`config.mk`:
```
export PLATFORM = sky130hd
export DESIGN_NAME = two_pool_bitmap_slot_allocator
export DESIGN_NICKNAME = d
export VERILOG_FILES = /design/src/rtl/core/tpbsa_pkg.sv /design/src/rtl/core/two_pool_bitmap_slot_allocator.sv /design/src/rtl/core/tpbsa_ctrl.sv /design/src/rtl/core/tpbsa_datapath.sv
export VERILOG_INCLUDE_DIRS = /design/src /design/src/rtl/core
export SDC_FILE = /design/constraint.sdc
export NUM_CORES = 1
export LEC_CHECK = 0
export BUFFER_PORTS_ARGS = -buffer_cell sky130_fd_sc_hd__buf_2
export CORE_MARGIN = 2
export CORE_UTILIZATION = 25
export DETAILED_ROUTE_END_ITERATION = 10
export REMOVE_ABC_BUFFERS = 1
export SYNTH_ARGS = -nofsm -noshare
export SYNTH_HDL_FRONTEND = slang
export SYNTH_SLANG_ARGS = --single-unit
```
`constraint.sdc`:
```
create_clock -name clock -period 2.8 [get_ports clock]
set_clock_uncertainty 0.15 [all_clocks]
set_input_delay 0.14 -clock clock [delete_from_list [all_inputs] [get_ports clock]]
set_output_delay 0.14 -clock clock [all_outputs]
set_load 0.005 [all_outputs]
```
`src/rtl/core/two_pool_bitmap_slot_allocator_defines.svh`:
```
// Assertion macros for the two-pool bitmap slot allocator.
// Depends on a clock named clock and a synchronous reset named reset.
`ifndef TWO_POOL_BITMAP_SLOT_ALLOCATOR_DEFINES_SVH
`define TWO_POOL_BITMAP_SLOT_ALLOCATOR_DEFINES_SVH

// same-cycle implication
`define TPBSA_ASSERT_NOW(label, ante, cons) \
   label: assert property (@(posedge clock) disable iff (reset) (ante) |-> (cons)) \
      else $error("tpbsa assertion failed");

// next-cycle implication
`define TPBSA_ASSERT_NEXT(label, ante, cons) \
   label: assert property (@(posedge clock) disable iff (reset) (ante) |=> (cons)) \
      else $error("tpbsa assertion failed");

`endif

```
`src/rtl/core/tpbsa_pkg.sv`:
```
// Shared constants, action codes and controller command type for the
// two-pool bitmap slot allocator. No dependencies.
package tpbsa_pkg;

   localparam int SMALL_SLOTS_DEF = 32;
   localparam int LARGE_SLOTS_DEF = 32;
   localparam int ACTION_W        = 2;
   localparam int SLOT_W          = 6;

   localparam logic [ACTION_W-1:0] ACT_ALLOC_SMALL = 2'd0;
   localparam logic [ACTION_W-1:0] ACT_ALLOC_LARGE = 2'd1;
   localparam logic [ACTION_W-1:0] ACT_FREE_SMALL  = 2'd2;
   localparam logic [ACTION_W-1:0] ACT_FREE_LARGE  = 2'd3;

   typedef struct packed {
      logic capture;  // latch the request transfer
      logic commit;   // update maps and load the result register
   } tpbsa_cmd_type;

endpackage

```
`src/rtl/core/two_pool_bitmap_slot_allocator.sv`:
```
// Two-pool bitmap slot allocator, top level. A request transfer is captured in the
// request register; the controller's commit step then updates the maps and loads
// the result register, and waits while an earlier result is not yet accepted. A new
// request is taken once the previous one has committed, also while an earlier
// result still waits. Synchronous reset frees every slot in both pools and drops
// the result valid. Depends on tpbsa_pkg, tpbsa_ctrl, tpbsa_datapath and the macros.
`include "two_pool_bitmap_slot_allocator_defines.svh"

module two_pool_bitmap_slot_allocator #(
   parameter int SMALL_SLOTS = tpbsa_pkg::SMALL_SLOTS_DEF,
   parameter int LARGE_SLOTS = tpbsa_pkg::LARGE_SLOTS_DEF
) (
   input  logic       clock,
   input  logic       reset,
   input  logic       req_tvalid,
   output logic       req_tready,
   input  logic [7:0] req_tdata,   // [5:0] slot_index, [7:6] zero
   input  logic [1:0] req_tuser,   // [1:0] action
   output logic       rsp_tvalid,
   input  logic       rsp_tready,
   output logic [7:0] rsp_tdata    // [0] success, [6:1] granted_slot, [7] uses_pair
);
   import tpbsa_pkg::*;

   tpbsa_cmd_type     cmd;
   logic              success;
   logic [SLOT_W-1:0] granted_slot;
   logic              uses_pair;
   logic              pair_in_small;

   tpbsa_ctrl u_ctrl (
      .clock      (clock),
      .reset      (reset),
      .req_tvalid (req_tvalid),
      .req_tready (req_tready),
      .rsp_tvalid (rsp_tvalid),
      .rsp_tready (rsp_tready),
      .cmd        (cmd)
   );

   tpbsa_datapath #(
      .SMALL_SLOTS (SMALL_SLOTS),
      .LARGE_SLOTS (LARGE_SLOTS)
   ) u_datapath (
      .clock            (clock),
      .reset            (reset),
      .cmd              (cmd),
      .req_action       (req_tuser),
      .req_slot_index   (req_tdata[SLOT_W-1:0]),
      .rsp_success      (success),
      .rsp_granted_slot (granted_slot),
      .rsp_uses_pair    (uses_pair)
   );

   assign rsp_tdata     = {uses_pair, granted_slot, success};
   assign pair_in_small = {1'b0, granted_slot} < 7'(SMALL_SLOTS);

   `TPBSA_ASSERT_NOW(a_fail_zero, rsp_tvalid && !rsp_tdata[0], rsp_tdata[7:1] == 7'd0)
   `TPBSA_ASSERT_NOW(a_pair_small, rsp_tvalid && rsp_tdata[7], rsp_tdata[0] && pair_in_small)
   `TPBSA_ASSERT_NEXT(a_busy_after_take, req_tvalid && req_tready, !req_tready)

endmodule

```
`src/rtl/core/tpbsa_ctrl.sv`:
```
// Controller for the slot allocator: request/execute sequencing and the
// result valid flag. Depends on tpbsa_pkg.
module tpbsa_ctrl (
   input  logic                    clock,
   input  logic                    reset,
   input  logic                    req_tvalid,
   output logic                    req_tready,
   output logic                    rsp_tvalid,
   input  logic                    rsp_tready,
   output tpbsa_pkg::tpbsa_cmd_type cmd
);
   import tpbsa_pkg::*;

   localparam logic ST_IDLE = 1'b0;
   localparam logic ST_EXEC = 1'b1;

   logic state_ff, state_in;
   logic rsp_valid_ff, rsp_valid_in;

   always_comb begin
      req_tready  = (state_ff == ST_IDLE);
      cmd.capture = req_tvalid && req_tready;
      cmd.commit  = (state_ff == ST_EXEC) && (!rsp_valid_ff || rsp_tready);

      case (state_ff)
         ST_IDLE: begin
            state_in = cmd.capture ? ST_EXEC : ST_IDLE;
         end
         ST_EXEC: begin
            state_in = cmd.commit ? ST_IDLE : ST_EXEC;
         end
         default: begin
            state_in = ST_IDLE;
         end
      endcase

      if (cmd.commit) begin
         rsp_valid_in = 1'b1;
      end else if (rsp_tready) begin
         rsp_valid_in = 1'b0;
      end else begin
         rsp_valid_in = rsp_valid_ff;
      end
   end

   assign rsp_tvalid = rsp_valid_ff;

   always_ff @(posedge clock) begin
      if (reset) begin
         state_ff     <= ST_IDLE;
         rsp_valid_ff <= 1'b0;
      end else begin
         state_ff     <= state_in;
         rsp_valid_ff <= rsp_valid_in;
      end
   end

endmodule

```
`src/rtl/core/tpbsa_datapath.sv`:
```
// Datapath for the slot allocator: request register, both occupancy maps,
// lowest-free and lowest-free-pair encoders, result register. Depends on tpbsa_pkg.
module tpbsa_datapath #(
   parameter int SMALL_SLOTS = tpbsa_pkg::SMALL_SLOTS_DEF,
   parameter int LARGE_SLOTS = tpbsa_pkg::LARGE_SLOTS_DEF
) (
   input  logic                              clock,
   input  logic                              reset,
   input  tpbsa_pkg::tpbsa_cmd_type          cmd,
   input  logic [tpbsa_pkg::ACTION_W-1:0]    req_action,
   input  logic [tpbsa_pkg::SLOT_W-1:0]      req_slot_index,
   output logic                              rsp_success,
   output logic [tpbsa_pkg::SLOT_W-1:0]      rsp_granted_slot,
   output logic                              rsp_uses_pair
);
   import tpbsa_pkg::*;

   logic [ACTION_W-1:0]    action_ff;
   logic [SLOT_W-1:0]      slot_ff;
   logic [SMALL_SLOTS-1:0] small_ff, small_in;
   logic [LARGE_SLOTS-1:0] large_ff, large_in;
   logic                   success_ff, success_in;
   logic [SLOT_W-1:0]      granted_ff, granted_in;
   logic                   pair_ff, pair_in;

   logic [SMALL_SLOTS-1:0] s_free, s_one, s_clr;
   logic [LARGE_SLOTS-1:0] l_free, l_one, l_clr;
   logic [SMALL_SLOTS-2:0] p_cand, p_one;
   logic [SLOT_W-1:0]      s_loc, l_loc, p_loc, l_grant;
   logic [SLOT_W:0]        l_sum, slot_ext, slot_nx, l_off;
   logic                   in_large;

   // lowest free slot and lowest free adjacent pair
   always_comb begin
      s_free = ~small_ff;
      s_one  = s_free & (~s_free + SMALL_SLOTS'(1));
      l_free = ~large_ff;
      l_one  = l_free & (~l_free + LARGE_SLOTS'(1));
      for (int i = 0; i < SMALL_SLOTS - 1; i++) begin
         p_cand[i] = s_free[i] & s_free[i+1];
      end
      p_one = p_cand & (~p_cand + (SMALL_SLOTS-1)'(1));

      s_loc = '0;
      p_loc = '0;
      l_loc = '0;
      for (int i = 0; i < SMALL_SLOTS; i++) begin
         if (s_one[i]) begin
            s_loc = s_loc | SLOT_W'(i);
         end
      end
      for (int i = 0; i < SMALL_SLOTS - 1; i++) begin
         if (p_one[i]) begin
            p_loc = p_loc | SLOT_W'(i);
         end
      end
      for (int j = 0; j < LARGE_SLOTS; j++) begin
         if (l_one[j]) begin
            l_loc = l_loc | SLOT_W'(j);
         end
      end
      l_sum   = (SLOT_W+1)'(SMALL_SLOTS) + {1'b0, l_loc};
      l_grant = l_sum[SLOT_W-1:0];
   end

   // clear masks for frees
   always_comb begin
      slot_ext = {1'b0, slot_ff};
      slot_nx  = slot_ext + (SLOT_W+1)'(1);
      in_large = slot_ext >= (SLOT_W+1)'(SMALL_SLOTS);
      l_off    = slot_ext - (SLOT_W+1)'(SMALL_SLOTS);
      for (int i = 0; i < SMALL_SLOTS; i++) begin
         s_clr[i] = (slot_ext == (SLOT_W+1)'(i)) ||
                    ((action_ff == ACT_FREE_LARGE) && (slot_nx == (SLOT_W+1)'(i)));
      end
      for (int j = 0; j < LARGE_SLOTS; j++) begin
         l_clr[j] = in_large && (l_off == (SLOT_W+1)'(j));
      end
   end

   always_comb begin
      small_in   = small_ff;
      large_in   = large_ff;
      success_in = 1'b1;
      granted_in = '0;
      pair_in    = 1'b0;
      case (action_ff)
         ACT_ALLOC_SMALL: begin
            if (|s_free) begin
               small_in   = small_ff | s_one;
               granted_in = s_loc;
            end else if (|l_free) begin
               large_in   = large_ff | l_one;
               granted_in = l_grant;
            end else begin
               success_in = 1'b0;
            end
         end
         ACT_ALLOC_LARGE: begin
            if (|l_free) begin
               large_in   = large_ff | l_one;
               granted_in = l_grant;
            end else if (|p_cand) begin
               small_in   = small_ff | {1'b0, p_one} | {p_one, 1'b0};
               granted_in = p_loc;
               pair_in    = 1'b1;
            end else begin
               success_in = 1'b0;
            end
         end
         default: begin
            small_in = small_ff & ~s_clr;
            large_in = large_ff & ~l_clr;
         end
      endcase
   end

   always_ff @(posedge clock) begin
      if (cmd.capture) begin
         action_ff <= req_action;
         slot_ff   <= req_slot_index;
      end
      if (cmd.commit) begin
         success_ff <= success_in;
         granted_ff <= granted_in;
         pair_ff    <= pair_in;
      end
   end

   always_ff @(posedge clock) begin
      if (reset) begin
         small_ff <= '0;
         large_ff <= '0;
      end else if (cmd.commit) begin
         small_ff <= small_in;
         large_ff <= large_in;
      end
   end

   assign rsp_success      = success_ff;
   assign rsp_granted_slot = granted_ff;
   assign rsp_uses_pair    = pair_ff;

endmodule
```
==> results.cfg <==
[global_route]
grtUsageMet2_pct = 28.1
grt_pass1_vias = 6682
grt_pass1_wl_um = 39000
grt_util_all_layers_pct = 19.1
grt_overflow = 0
grt_start_max_net_pins = 33
met3_usage_pct = 4.25
top_usage_layer = met2
antenna_found_initial = 0
met1_usage_pct = 27.3

[critical_path]
crit_path_max_incr_delay_ns = 0.48
path_max_fanout = 8
critPathCaptureType = register
cp.buffers_inverters = 0
crit_required_ns = 2.75
worstSetupPathType = register to register
critPathTopFamily = simple AND/OR/NAND/NOR gates
arrival_ns = 2.69
start_kind = register
crit_path_cell_trace = nand4_1, or3_1, o31a_1, a21oi_1, nand2_1, nor3b_1, o32ai_1
cpMaxStageDelayCell = or3_1

[layout]
nFillCells = 2579
drive_gt1_share_pct = 20.6
regArea_um2 = 1810
multi_input_area_um2 = 4100
nets = 951
final_util_pct = 31.7
syn_to_final_growth_pct = 23.9
diodes = 0

[min_path]
hold_path_class = input pin to register

[yosys]
synth_area_leaders = dfxtp_1 (21%), edfxtp_1 (7.7%), a21oi_1 (7.0%), o21ai_0 (6.1%), nand2_1 (5.2%)
post-synth-top-count-cell = a21oi_1
netlist-cell-type-count = 88
yosys.area_share.xor_xnor_pct = 0.140
synth_compound_area_share_pct = 32.8
synth.avg_cell_area_um2 = 7.37
yosys.area_share.simple_pct = 31.5
ys_seq_elements = 82
synth_edf_count = 16
syn_inst = 851
synthAdderAreaFrac_pct = 0
syn_area_um2 = 6270
ys_top_cells_by_count = a21oi_1 (88), nand2_1 (87), o21ai_0 (76)
synthArstFlopShare_pct = 0
yosysTopAreaCell = dfxtp_1
ys.flop_type = dfxtp_1
synth_top_family_by_area = compound AO/OA/AOI/OAI gates
ys_seq_area_share_pct = 28.7
synthMuxAreaShare_pct = 0
synth_top_area_share_pct = 21.1
ys_warn_count = 0

[route]
ant_nets = 0
via_per_inst = 5.78
routed-via-count = 7318
drc_errors = 0
routed_wl_um = 25300
drt_iter0_drc = 1068
routedWlPerCell_um = 20.0
drtPass1Iterations = 6

[clock_tree]
clockBufferDepth = 2
cts_inserted_buffers = 9
clk_pin_slew_ns = 0.07
cts_tree = built
cts_max_level = 3
cts_root_buf = clkbuf_16
clock_latency_ns = 0.36
clkSinkCount = 82

[floorplanning]
core_area_um2 = 24500
die-height_um = 162
die_area_um2 = 26400
num_io_pins = 24
start_util_pct = 25.6
fp.dieW_um = 162
row_count = 57

[outcome]
status = completed

[pwr]
power.density_nw_per_um2 = 357
ir_worst_vdd_v = 0.000295
power_leakage_uw = 0.00254

[placed_design]
port_buffers = 21
dp_hpwl_um = 18900
place_congestion = 0.995

[timing]
hold_ws_ns = 0.341
setup_viol = 0
hold_viol = 0
timing.fmax_mhz = 365
final.period_utilization_pct = 97.9
fin_crit_ns = 2.74
worstMarginPinSlew_ns = 0.820
slew_viol_final = 0
rsz0062_at_grt = true
relSlewSlack_pct = 45.3

[job]
cap_violations = 0
[worst paths after layout]
check                                        startpoint                        endpoint  slack, ns  cells past startpoint
worst min register to register          u_ctrl.state_ff               u_ctrl.rsp_tvalid       0.36                      2
worst max-delay path            u_datapath.small_ff[20]  u_datapath.rsp_granted_slot[3]       0.06                      7
worst min-delay path                       req_tdata[3]           u_datapath.slot_ff[3]       0.34                      2
worst max register to register  u_datapath.small_ff[20]  u_datapath.rsp_granted_slot[3]       0.06                      7
[power breakdown]
group | switching (uW) | internal (uW) | total, uW
Clock | 578 | 620 | 1200
Sequential | 25.3 | 1230 | 1250
Combinational | 218 | 107 | 325
Total | 821 | 1950 | 2770
[per-layer routing]
metal	up-vias	routed length, um
li1	3405	-
met1	3442	11400
met2	416	10800
met3	55	2380
met4	0	759
met5	-	0
[through the flow]
step / worst slack [ns] / TNS (ns) / cell area (um^2) / total power (uW) / instances
4_1_cts: 0.0539 / 0 / 7680 / 2770 / 1262
6_report: 0.0596 / 0 / 7760 / 2770 / 1266
2_1_floorplan: -0.0851 / -0.193 / 5950 / 1410 / 782
3_5_place_dp: -0.0221 / -0.0221 / 7280 / 1570 / 1235
5_1_grt: -0.00413 / -0.00413 / 7760 / 2860 / 1266
3_3_place_gp: 0.0583 / 0 / 7280 / 1570 / 1235
[layout by cell type, fill, tap and decap left out, types with 21 or more instances in the layout]
| cell type | instances |
|---|---|
| a21oi_1 | 88 |
| buf_2 | 21 |
| dfxtp_1 | 60 |
| nor2_1 | 70 |
| nand3_1 | 41 |
| nand4_1 | 26 |
| inv_1 | 28 |
| nand2_1 | 86 |
| nor3_1 | 27 |
| buf_4 | 110 |
| o21ai_0 | 76 |
[cell families after synthesis]
kind of cell              Yosys count
buffers and inverters              97
and+or+nand+nor                   359
AOI/OAI and AO/OA                 312
xor gates and xnor gates            1
DFF                                82
[worst register-to-register path: stages (launching register included)]
cell	delay (ns)
dfxtp_1	0.43
nand4_1	0.21
or3_1	0.49
o31a_1	0.45
a21oi_1	0.19
nand2_1	0.10
nor3b_1	0.33
o32ai_1	0.14
[sequential cells by signal, summed over array words and instances, names as in the netlist]
signal                       cells
u_datapath.slot_ff               6
u_datapath.rsp_success           1
u_datapath.rsp_granted_slot      6
u_datapath.small_ff             32
u_datapath.rsp_uses_pair         1
u_datapath.large_ff             32
u_ctrl.rsp_tvalid                1
u_ctrl.state_ff                  1
u_datapath.action_ff             2
[repair_timing]
| action | in CTS | in global routing |
|---|---|---|
| endpoints found under the setup margin | 3 | 28 |
| pin swaps | 0 | 1 |
| gates cloned | 0 | 1 |
| endpoints found under the hold margin | 14 | 0 |
| setup buffers | 0 | 3 |
| hold buffers | 11 | 0 |
| resized for setup | 1 | 16 |
[cell type report]
cell class	count	area share (%)
clock buffers	9	2.90
well taps	324	5.22
multi-input cells	673	52.8
repair buffers	143	13.7
flip-flops and latches	82	23.3
clock inverters	7	0.774
inverters	28	1.35
(Power assumes the default switching activity.)
